$ cat src/sv/gpio_controller_registers_assert.svh
// Assertion macros shared by the GPIO register block RTL.
`ifndef GPIO_CONTROLLER_REGISTERS_ASSERT_SVH
`define GPIO_CONTROLLER_REGISTERS_ASSERT_SVH

`ifndef SYNTHESIS

// Check a property on every rising edge outside reset.
`define GCR_ASSERT(label, clk, rst, prop) \
   label: assert property (@(posedge clk) disable iff (rst) (prop)) \
      else $error("gpio register block assertion failed");

// Check that a condition implies a consequence in the next cycle.
`define GCR_ASSERT_NEXT(label, clk, rst, ante, cons) \
   label: assert property (@(posedge clk) disable iff (rst) (ante) |=> (cons)) \
      else $error("gpio register block assertion failed");

`else

`define GCR_ASSERT(label, clk, rst, prop)
`define GCR_ASSERT_NEXT(label, clk, rst, ante, cons)

`endif

`endif

$ cat src/sv/gpioc_pkg.sv
// Types and constants of the GPIO register block.
package gpioc_pkg;

   // Default pin count
   localparam int NUM_PINS_DEF = 54;

   // Function select layout
   localparam int FSEL_WORDS    = 6;
   localparam int FSEL_BITS     = 30;
   localparam int PINS_PER_WORD = 10;
   localparam int CODE_BITS     = 3;

   localparam logic [CODE_BITS-1:0] FSEL_OUTPUT = 3'd1;

   // Pull state codes
   localparam logic [1:0] PULL_DOWN = 2'd1;
   localparam logic [1:0] PULL_UP   = 2'd2;

   // Word indexes (byte offset bits 7:2)
   localparam logic [5:0] WORD_FSEL_LAST = 6'h05;
   localparam logic [5:0] WORD_SET0      = 6'h07;
   localparam logic [5:0] WORD_SET1      = 6'h08;
   localparam logic [5:0] WORD_CLR0      = 6'h0a;
   localparam logic [5:0] WORD_CLR1      = 6'h0b;
   localparam logic [5:0] WORD_LEV0      = 6'h0d;
   localparam logic [5:0] WORD_LEV1      = 6'h0e;
   localparam logic [5:0] WORD_PULL      = 6'h25;
   localparam logic [5:0] WORD_PCLK0     = 6'h26;
   localparam logic [5:0] WORD_PCLK1     = 6'h27;

   // One accepted bus beat as seen by the register bank
   typedef struct packed {
      logic        valid;
      logic        wr;
      logic [5:0]  word;
      logic [31:0] data;
   } access_type;

endpackage

$ cat src/sv/gpioc_bank.sv
// GPIO register bank: state, access decode and pin views.
module gpioc_bank
   import gpioc_pkg::*;
#(
   parameter int NUM_PINS = NUM_PINS_DEF
) (
   input  logic                clock,
   input  logic                reset,
   input  access_type          acc,
   input  logic [NUM_PINS-1:0] pad_in,
   output logic [31:0]         rd_data,
   output logic [NUM_PINS-1:0] pin_out,
   output logic [NUM_PINS-1:0] drive_en,
   output logic [NUM_PINS-1:0] pull_up,
   output logic [NUM_PINS-1:0] pull_dn
);

   logic [FSEL_BITS-1:0] fsel_ff [FSEL_WORDS];
   logic [FSEL_BITS-1:0] fsel_in [FSEL_WORDS];
   logic [NUM_PINS-1:0]  latch_ff, latch_in;
   logic [1:0]           pull_ctl_ff, pull_ctl_in;
   logic [NUM_PINS-1:0]  pclk_ff, pclk_in;
   logic [1:0]           pull_st_ff [NUM_PINS];
   logic [1:0]           pull_st_in [NUM_PINS];

   logic [63:0]          half_vec;
   logic [63:0]          level_vec;
   logic [63:0]          pclk_vec;
   logic [63:0]          pclk_new;
   logic [NUM_PINS-1:0]  rise;

   // Decode drive enables and pull views per pin
   for (genvar i = 0; i < NUM_PINS; i++) begin : g_pin
      localparam int W = i / PINS_PER_WORD;
      localparam int B = (i % PINS_PER_WORD) * CODE_BITS;
      if (W < FSEL_WORDS) begin : g_fsel
         assign drive_en[i] = (fsel_ff[W][B +: CODE_BITS] == FSEL_OUTPUT);
      end else begin : g_nofsel
         assign drive_en[i] = 1'b0;
      end
      assign pull_up[i] = (pull_st_ff[i] == PULL_UP);
      assign pull_dn[i] = (pull_st_ff[i] == PULL_DOWN);
   end

   assign pin_out = latch_ff;

   // Compute next state and read word for the current beat
   always_comb begin
      fsel_in     = fsel_ff;
      latch_in    = latch_ff;
      pull_ctl_in = pull_ctl_ff;
      pclk_in     = pclk_ff;
      pull_st_in  = pull_st_ff;
      rd_data     = 32'h0;

      half_vec = '0;
      if (acc.word == WORD_SET1 || acc.word == WORD_CLR1) begin
         half_vec[63:32] = acc.data;
      end else begin
         half_vec[31:0] = acc.data;
      end

      level_vec = '0;
      level_vec[NUM_PINS-1:0] = (latch_ff & drive_en) | (pad_in & ~drive_en);

      pclk_vec = '0;
      pclk_vec[NUM_PINS-1:0] = pclk_ff;
      pclk_new = pclk_vec;
      if (acc.word == WORD_PCLK1) begin
         pclk_new[63:32] = acc.data;
      end else begin
         pclk_new[31:0] = acc.data;
      end
      rise = pclk_new[NUM_PINS-1:0] & ~pclk_ff;

      if (acc.word <= WORD_FSEL_LAST) begin
         if (acc.wr) begin
            fsel_in[acc.word[2:0]] = acc.data[FSEL_BITS-1:0];
         end else begin
            rd_data = {{(32-FSEL_BITS){1'b0}}, fsel_ff[acc.word[2:0]]};
         end
      end else begin
         case (acc.word)
            WORD_SET0, WORD_SET1: begin
               if (acc.wr) latch_in = latch_ff | half_vec[NUM_PINS-1:0];
            end
            WORD_CLR0, WORD_CLR1: begin
               if (acc.wr) latch_in = latch_ff & ~half_vec[NUM_PINS-1:0];
            end
            WORD_LEV0: begin
               if (!acc.wr) rd_data = level_vec[31:0];
            end
            WORD_LEV1: begin
               if (!acc.wr) rd_data = level_vec[63:32];
            end
            WORD_PULL: begin
               if (acc.wr) begin
                  pull_ctl_in = acc.data[1:0];
               end else begin
                  rd_data = {30'h0, pull_ctl_ff};
               end
            end
            WORD_PCLK0, WORD_PCLK1: begin
               if (acc.wr) begin
                  pclk_in = pclk_new[NUM_PINS-1:0];
                  for (int i = 0; i < NUM_PINS; i++) begin
                     if (rise[i]) pull_st_in[i] = pull_ctl_ff;
                  end
               end else if (acc.word == WORD_PCLK1) begin
                  rd_data = pclk_vec[63:32];
               end else begin
                  rd_data = pclk_vec[31:0];
               end
            end
            default: begin
               rd_data = 32'h0;
            end
         endcase
      end
   end

   // Advance state on every accepted beat
   always_ff @(posedge clock) begin
      if (reset) begin
         for (int w = 0; w < FSEL_WORDS; w++) fsel_ff[w] <= '0;
         latch_ff    <= '0;
         pull_ctl_ff <= '0;
         pclk_ff     <= '0;
         for (int i = 0; i < NUM_PINS; i++) pull_st_ff[i] <= '0;
      end else if (acc.valid) begin
         fsel_ff     <= fsel_in;
         latch_ff    <= latch_in;
         pull_ctl_ff <= pull_ctl_in;
         pclk_ff     <= pclk_in;
         pull_st_ff  <= pull_st_in;
      end
   end

endmodule

$ cat src/sv/gpio_controller_registers.sv
// GPIO controller register block top level.
//
// Usage: each req_ beat is one register access (req_mode 0 read, 1 write)
// at byte offset req_address with req_write_data and the sampled pad
// levels req_pad_in. Every accepted beat yields exactly one rsp_ beat:
// rsp_read_data holds the word read (zero on writes, unmapped offsets and
// set/clear words), and the pin views show the state after the access.
// Response: registered, and valid in the cycle after the request beat.
// Throughput: one access per cycle; state update and read decode are a
// single pass of logic between the request handshake and the response
// register, so a new beat is taken in the same cycle the old response
// leaves. While rsp_ready is low with a response pending, req_ready drops
// and the register state and response hold.
// Reset: all function selects input, output latch, pull control, pull
// clocks and pull states zero; no response pending.
`include "gpio_controller_registers_assert.svh"

module gpio_controller_registers
   import gpioc_pkg::*;
#(
   parameter int NUM_PINS = NUM_PINS_DEF
) (
   input  logic                clock,
   input  logic                reset,
   input  logic                req_valid,
   output logic                req_ready,
   input  logic                req_mode,
   input  logic [7:0]          req_address,
   input  logic [31:0]         req_write_data,
   input  logic [NUM_PINS-1:0] req_pad_in,
   output logic                rsp_valid,
   input  logic                rsp_ready,
   output logic [31:0]         rsp_read_data,
   output logic [NUM_PINS-1:0] rsp_pin_out,
   output logic [NUM_PINS-1:0] rsp_pin_drive_enable,
   output logic [NUM_PINS-1:0] rsp_pull_up_on,
   output logic [NUM_PINS-1:0] rsp_pull_down_on
);

   access_type  acc;
   logic        accept;
   logic [31:0] rd_data;
   logic        rsp_valid_ff, rsp_valid_in;
   logic [31:0] read_data_ff;

   // Take a beat whenever the response slot is free or being drained
   assign req_ready = !rsp_valid_ff || rsp_ready;
   assign accept    = req_valid && req_ready;

   assign acc.valid = accept;
   assign acc.wr    = req_mode;
   assign acc.word  = req_address[7:2];
   assign acc.data  = req_write_data;

   gpioc_bank #(
      .NUM_PINS (NUM_PINS)
   ) u_bank (
      .clock    (clock),
      .reset    (reset),
      .acc      (acc),
      .pad_in   (req_pad_in),
      .rd_data  (rd_data),
      .pin_out  (rsp_pin_out),
      .drive_en (rsp_pin_drive_enable),
      .pull_up  (rsp_pull_up_on),
      .pull_dn  (rsp_pull_down_on)
   );

   // Hold the response until taken
   always_comb begin
      rsp_valid_in = rsp_valid_ff;
      if (accept) begin
         rsp_valid_in = 1'b1;
      end else if (rsp_ready) begin
         rsp_valid_in = 1'b0;
      end
   end

   always_ff @(posedge clock) begin
      if (reset) begin
         rsp_valid_ff <= 1'b0;
      end else begin
         rsp_valid_ff <= rsp_valid_in;
      end
   end

   // Capture read word; writes return zero
   always_ff @(posedge clock) begin
      if (accept) begin
         read_data_ff <= req_mode ? 32'h0 : rd_data;
      end
   end

   assign rsp_valid     = rsp_valid_ff;
   assign rsp_read_data = read_data_ff;

   `GCR_ASSERT(a_stall_blocks_req, clock, reset, !(rsp_valid_ff && !rsp_ready) || !req_ready)
   `GCR_ASSERT_NEXT(a_accept_gives_rsp, clock, reset, accept, rsp_valid_ff)
   `GCR_ASSERT_NEXT(a_write_reads_zero, clock, reset, accept && req_mode, read_data_ff == 32'h0)
   `GCR_ASSERT_NEXT(a_latch_only_on_beat, clock, reset, !accept, $stable(rsp_pin_out))

endmodule
$ cat config.mk
export PLATFORM = sky130hd
export DESIGN_NAME = gpio_controller_registers
export DESIGN_NICKNAME = d
export VERILOG_FILES = /design/src/sv/gpioc_pkg.sv /design/src/sv/gpioc_bank.sv /design/src/sv/gpio_controller_registers.sv
export VERILOG_INCLUDE_DIRS = /design/src /design/src/sv
export SDC_FILE = /design/constraint.sdc
export NUM_CORES = 1
export LEC_CHECK = 0
export BUFFER_PORTS_ARGS = -buffer_cell sky130_fd_sc_hd__clkbuf_2
export CELL_PAD_IN_SITES_DETAIL_PLACEMENT = 1
export CELL_PAD_IN_SITES_GLOBAL_PLACEMENT = 2
export CORE_ASPECT_RATIO = 0.5
export CORE_UTILIZATION = 39
export DETAILED_ROUTE_END_ITERATION = 16
export GPL_ROUTABILITY_DRIVEN = 0
export MAX_ROUTING_LAYER = met4
export PLACE_DENSITY_LB_ADDON = 0.1
export SLEW_MARGIN = 20
export SYNTH_ARGS = -nofsm -noshare
export SYNTH_HDL_FRONTEND = slang
export SYNTH_SLANG_ARGS = --single-unit
$ cat constraint.sdc
create_clock -name clock -period 4.05 [get_ports clock]
set_input_delay 0.2025 -clock clock [delete_from_list [all_inputs] [get_ports clock]]
set_output_delay 0.2025 -clock clock [all_outputs]
set_load 0.02 [all_outputs]
==> metrics.yaml, run 1 <==
drt_pre_antenna_iters: 5
num_antenna_cells: 0
via_count: 18110
wire_length_of_the_first_global_routing_pass_um: 122500
start_kind: "flip-flop"
p_total_w: 0.009204
tritoncts_sink_count: 431
totalWireLength_um: 83160
number_of_placement_rows: 60
buffer_ports.inserted: 346
mappedNetlistArea_um2: 21400
number_of_global_route_vias_before_repair: 18270
worst_skew_pair.late_latency_ps: 570
async_flop_share: 0
placed_cell_area_um2: 23670
fmax_mhz: 400.6
final_hpwl_dp_um: 57750
placeableCoreArea_um2: 53980
final_nets: 2499
synth_cells: 2159
finalHoldViolations: 0
timing.hold.ws_ps: 28.10
power.density_cell_area_nw_per_um2: 364.3
grt_usage: 0.2993
antenna_found_initial: 4
clock_path_buffers: 3
synth_area_per_cell_um2: 9.912
synth_sequential_area_ratio: 0.4181
post_syn_nets: 2258
routed_via_density: 5.757
finClkSkew_ps: 13.36
swShare: 0.2456
setup_violations: 0
total_die_area_um2: 55870
critPathMaxStageDelay_ps: 590
io_pins: 349
yosysUniqueCellTypes: 47
fillerInstances: 6130
finish.instance_area_um2: 25260
internal_power_w: 0.006943
finalCritPeriodShare: 0.6163
cts.reportedPaths.clkPinSlew_ps: 70
cap_violations: 0
finalSetupTns_ps: 0
crit_buf_inv: 1
post_route_cells_drive_above_1_share: 0.2125
grt_setup_unrepaired: "no"
worst-slew-pin-transition_ps: 1113
crit_required_ps: 4540
power.sequential.fraction: 0.470
die-width_um: 333.3
synth_area_leaders: "dfxtp_1 (37%), mux2i_1 (17%), nand2b_1 (9.5%)"
maximum_number_of_pins_on_one_net_before_global_route_repair: 115
dp_slack_ps: 1345
worst_ir_drop_vdd_mv: 0.2255
cts_root_buffer: "clkbuf_16"
synth_enable_flop_cells: 32
grt_overflow: 0
finalMaxSlewViolations: 0
postSynthRegisterBits: 431
syn2layout_area_growth_pct: 18.04
fraction_of_synthesized_cell_area_taken_by_the_top_area_cell_type: 0.3732
post_drt_wl_per_cell_um: 26.43
worst_setup_path_end_kind: "flip-flop"
p_leak_nw: 10.78
period_minus_slack_ps: 2496
max-slew-margin-rel: 0.2566
floorplan.initialDensity: 0.3965
critical_path.slowest_cell: "buf_4"
post-cts-setup-buffer-count: 0
ctsHtreeMaxLevel: 2
number_of_antenna_violating_nets_in_the_routed_design: 0
path_delay_family: "simple AND/OR/NAND/NOR gates"
cts_made_buffers: 43
hold_path_class: "in -> reg"
run_status: "finished, final reports clean"
power_frac_clock: 0.462
yosysTopAreaCell: "dfxtp_1"
critPathMaxFanout: 30
synth.yosys.warnings: 0
synth-main-ff-cell: "dfxtp_1"
power.share.combinational: 0.069
drt_drc_violations_left: 0
timing.critical_path.cells: "nand2b_1 -> nand3_2 -> nor4_2 -> buf_4 -> mux2i_1"
critical_path_arrival_ps: 2990
drt_iter0_drc: 1361
tritoncts: "yes"
psw_w: 0.002261
timing_worst_setup_path_type: "reg -> reg"
dieHeight_um: 167.6
post-route-worst-setup-slack_ps: 1554
cells by family (layout without fill, tap and decap cells):
| kind of cell | count (synthesis) | count (layout) | share of synthesized area |
|---|---|---|---|
| AO/OA/AOI/OAI | 338 | 338 | 0.1124 |
| buffers and inverters | 216 | 490 | 0.04116 |
| flip-flops | 431 | 431 | 0.4181 |
| multiplexers | 411 | 411 | 0.2092 |
| AND/OR/NAND/NOR | 763 | 763 | 0.2190 |
path summary, 6_finish.rpt:
path                 startpoint            endpoint  slack, ps  depth (start not counted)
max                   rsp_valid  u_bank.fsel_ff[74]       1550                          5
min           req_write_data[1]           flip-flop         30                          2
max reg2reg           rsp_valid  u_bank.fsel_ff[74]       1550                          5
min reg2reg  u_bank.fsel_ff[15]  u_bank.fsel_ff[15]        480                          2
cells in the mapped netlist (2+ instances only):
cell,instances
o22ai_1,2
a21oi_1,61
nand3_1,10
nor3b_1,55
nand2b_1,326
a22o_1,5
o21ai_0,15
nand3b_1,4
nor2_1,10
edfxtp_1,32
mux4_2,28
and4_1,2
buf_2,50
nor4_1,3
o31ai_1,56
mux2_2,7
nand4_1,115
and2_1,3
a211oi_1,50
dfxtp_1,399
and3_1,3
a211o_1,16
inv_1,3
buf_1,21
a31oi_1,50
mux2i_1,372
o2bb2ai_1,29
nor2b_1,166
a22oi_1,9
mux2_1,4
o211ai_1,18
clkbuf_1,140
buf_4,2
o22a_1,22
nand2_1,59
worst register-to-register path, cell delays in order, from the launching register on:
cell,delay [ps]
dfxtp_1,310
nand2b_1,220
nand3_2,570
nor4_2,400
buf_4,590
mux2i_1,330
per-layer routing:
metal  track usage  wire length [um]  vias up
met5             -                 0        -
met4       0.05750              1413        0
met3       0.05617              4772       92
met2        0.4535             37490      414
met1        0.4153             39480     9331
li1              -                 -     8275
power by group through the flow:
stage               clock network [W]  registers (W)  logic [W]
detailed placement                  0        0.00442   0.000611
floorplan                           0        0.00444   0.000330
global route                  0.00450        0.00432   0.000661
finish                        0.00425        0.00432   0.000630
global placement                    0        0.00442   0.000611
CTS                           0.00430        0.00432   0.000624
what timing repair did:
action,4_1_cts,5_1_grt
hold endpoints to repair,37,0
gates resized for setup,0,0
hold buffers,13,0
cell usage in the layout, fill, tap and decap left out, types with 3 or more instances in the layout:
cell type	netlist	layout
nand2b_2	0	3
a211o_1	16	16
nand4_1	115	115
nor2b_1	166	166
mux2_2	7	7
edfxtp_1	32	32
clkbuf_8	0	15
a31oi_1	50	50
clkinv_2	0	5
nand2_1	59	58
o22a_1	22	22
nand2b_1	326	323
a211oi_1	50	50
o2bb2ai_1	29	29
o31ai_1	56	56
mux4_2	28	28
dfxtp_1	399	399
mux2_1	4	4
nor3b_1	55	55
clkbuf_16	0	45
a22o_1	5	5
mux2i_1	372	372
buf_4	2	45
nand3_1	10	8
clkbuf_1	140	11
o21ai_0	15	15
nand3b_1	4	4
a22oi_1	9	9
nor2_1	10	7
a21oi_1	61	61
clkbuf_2	0	344
o211ai_1	18	18
buf_12	0	6
inv_1	3	3
dlygate4sd3_1	0	13
layout make-up:
cell class              instances  area [um2]  area share
clock buffers                  71        1374     0.05438
clock inverters                 7       85.08    0.003368
inverters                       3       11.26   0.0004458
multi-input cells            1512       11630      0.4602
flip-flops and latches        431        8949      0.3542
well taps                     713       892.1     0.03531
repair buffers                409        2325     0.09203
per-stage QoR:
step,util,std cells
finish,0.4680,3146
global route,0.4680,3146
CTS,0.4680,3146
detailed placement,0.4386,3055
global placement,0.4385,3055
floorplan,-,2159
Note: power is estimated with default switching activity, not from simulation.
==> run 2, diff against run 1 <==
CORE_UTILIZATION = 36   (was 39)
clock period = 2.6 ns   (was 4.05 ns; I/O delays follow)
==> metrics.yaml, run 2 (synthesis gave the netlist of run 1 again) <==
run_status: "finished, final reports clean"
fillerInstances: 6512
post_route_cells_drive_above_1_share: 0.2298
finClkSkew_ps: 26.69
drt_pre_antenna_iters: 5
placed_cell_area_um2: 24360
finalHoldViolations: 0
drt_iter0_drc: 1398
tritoncts: "yes"
antenna_found_initial: 1
tritoncts_sink_count: 431
start_kind: "flip-flop"
drt_drc_violations_left: 0
r2r_end: "u_bank.pull_st_ff[37]"
final_core_area_utilization: 0.4490
die-width_um: 346.8
total_die_area_um2: 60480
maximum_number_of_pins_on_one_net_before_global_route_repair: 124
finalCritPeriodShare: 0.8146
totalWireLength_um: 85610
io_pins: 349
wire_length_of_the_first_global_routing_pass_um: 126300
worst_ir_drop_vdd_mv: 0.4960
num_antenna_cells: 0
via_count: 18450
period_minus_slack_ps: 2118
worst_skew_pair.late_latency_ps: 590
power.density_cell_area_nw_per_um2: 552.8
timing_worst_setup_path_type: "reg -> out"
final_hpwl_dp_um: 59970
clock_path_buffers: 3
fmax_mhz: 472.1
setup_violations: 0
number_of_global_route_vias_before_repair: 18730
endpoint: "rsp_pin_drive_enable[52]"
dieHeight_um: 174.4
critPathMaxFanout: 3
cap_violations: 0
crit_buf_inv: 1
cts_made_buffers: 43
worst-slew-pin-transition_ps: 1069
cts_root_buffer: "clkbuf_16"
ctsHtreeMaxLevel: 2
cts.reportedPaths.clkPinSlew_ps: 70
max-slew-margin-rel: 0.2848
grt_setup_unrepaired: "no"
postCtsResizedCells: 0
number_of_placement_rows: 62
finalSetupTns_ps: 0
hold_path_class: "in -> reg"
path_delay_family: "simple AND/OR/NAND/NOR gates"
finalMaxSlewViolations: 0
p_leak_nw: 11.19
buffer_ports.inserted: 346
most_used_cells_in_the_layout_excluding_fill_and_tap_cells: "dfxtp_1 (399), mux2i_1 (372), clkbuf_2 (344), nand2b_1 (323), nor2b_1 (166)"
final_nets: 2573
finish.instance_area_um2: 26060
syn2layout_area_growth_pct: 21.75
most_common_cell_after_layout_fill_and_taps_aside: "dfxtp_1"
timing.critical_path.cells: "nor3b_1 -> clkbuf_2"
grt_usage: 0.2866
worst_setup_path_end_kind: "primary output"
r2r_setup_slack_ps: 500
critical_path.slowest_cell: "nor3b_1"
crit_required_ps: 2470
placeableCoreArea_um2: 58030
grt_overflow: 0
number_of_antenna_violating_nets_in_the_routed_design: 0
critical_path_arrival_ps: 1990
reg2reg_from: "rsp_valid"
reg2reg_depth: 5
floorplan.initialDensity: 0.3688
routed_via_density: 5.635
cp.depth: 2
timing.critical_path.from: "u_bank.fsel_ff[6]"
post_drt_wl_per_cell_um: 26.15
critPathMaxStageDelay_ps: 730
-- run 2: cell types whose count changed in the layout (fill, tap and decap cells not counted), moves of 4 or more --
cell / change
buf_4: +48
buf_12: +13
dlygate4sd3_1: +13
clkbuf_8: -4
-- run 2: cell type report --
| type | count | area, um2 | share of cell area |
|---|---|---|---|
| flip-flops and latches | 431 | 8949 | 0.3434 |
| multi-input cells | 1512 | 11620 | 0.4460 |
| repair buffers | 483 | 3075 | 0.1180 |
| well taps | 768 | 960.9 | 0.03688 |
| inverters | 3 | 11.26 | 0.0004322 |
| clock buffers | 68 | 1344 | 0.05158 |
| clock inverters | 9 | 93.84 | 0.003602 |
-- run 2: worst min-delay path: stages --
cell and delay [ps]:
clkbuf_2 80, nand2b_1 250, a21oi_1 100
-- run 2: per-stage QoR --
step | cells | hold WS [ps] | total power [W] | setup WS, ps
after global routing | 3274 | 39.33 | 0.01482 | 428.7
after global placement | 3171 | 377.0 | 0.007886 | 426.4
final | 3274 | 48.59 | 0.01440 | 481.9
after floorplan | 2159 | 227.0 | 0.007432 | 676.7
after CTS | 3274 | 8.202 | 0.01449 | 463.1
after detailed placement | 3171 | 394.8 | 0.007888 | 400.4
-- run 2: worst min-delay path by stage --
stage	from	to	slack, ps	cells after the start
after floorplan	req_write_data[22]	flip-flop	230	1
after global placement	req_write_data[31]	flip-flop	380	2
after detailed placement	req_write_data[24]	flip-flop	390	2
after CTS	rsp_ready	rsp_valid	8	3
after global routing	req_write_data[13]	flip-flop	40	2
final	rsp_ready	rsp_valid	50	3
-- run 2: report_power, final --
group	total [W]	internal, W	switching, W
clock network	0.00662	0.00374	0.00288
registers	0.00674	0.00671	0.0000225
logic	0.00105	0.000353	0.000693
total	0.0144	0.0108	0.00360
-- run 2: what timing repair did --
item,4_1_cts,5_1_grt
setup buffers,0,0
hold endpoints to repair,64,0
hold buffers,26,0
-- run 2: routing by layer --
metal	up-vias	GRT usage	wire length (um)
met1	9468	0.4032	41310
met5	-	-	0
li1	8442	-	-
met3	89	0.04580	4416
met2	449	0.4330	38350
met4	0	0.05642	1541
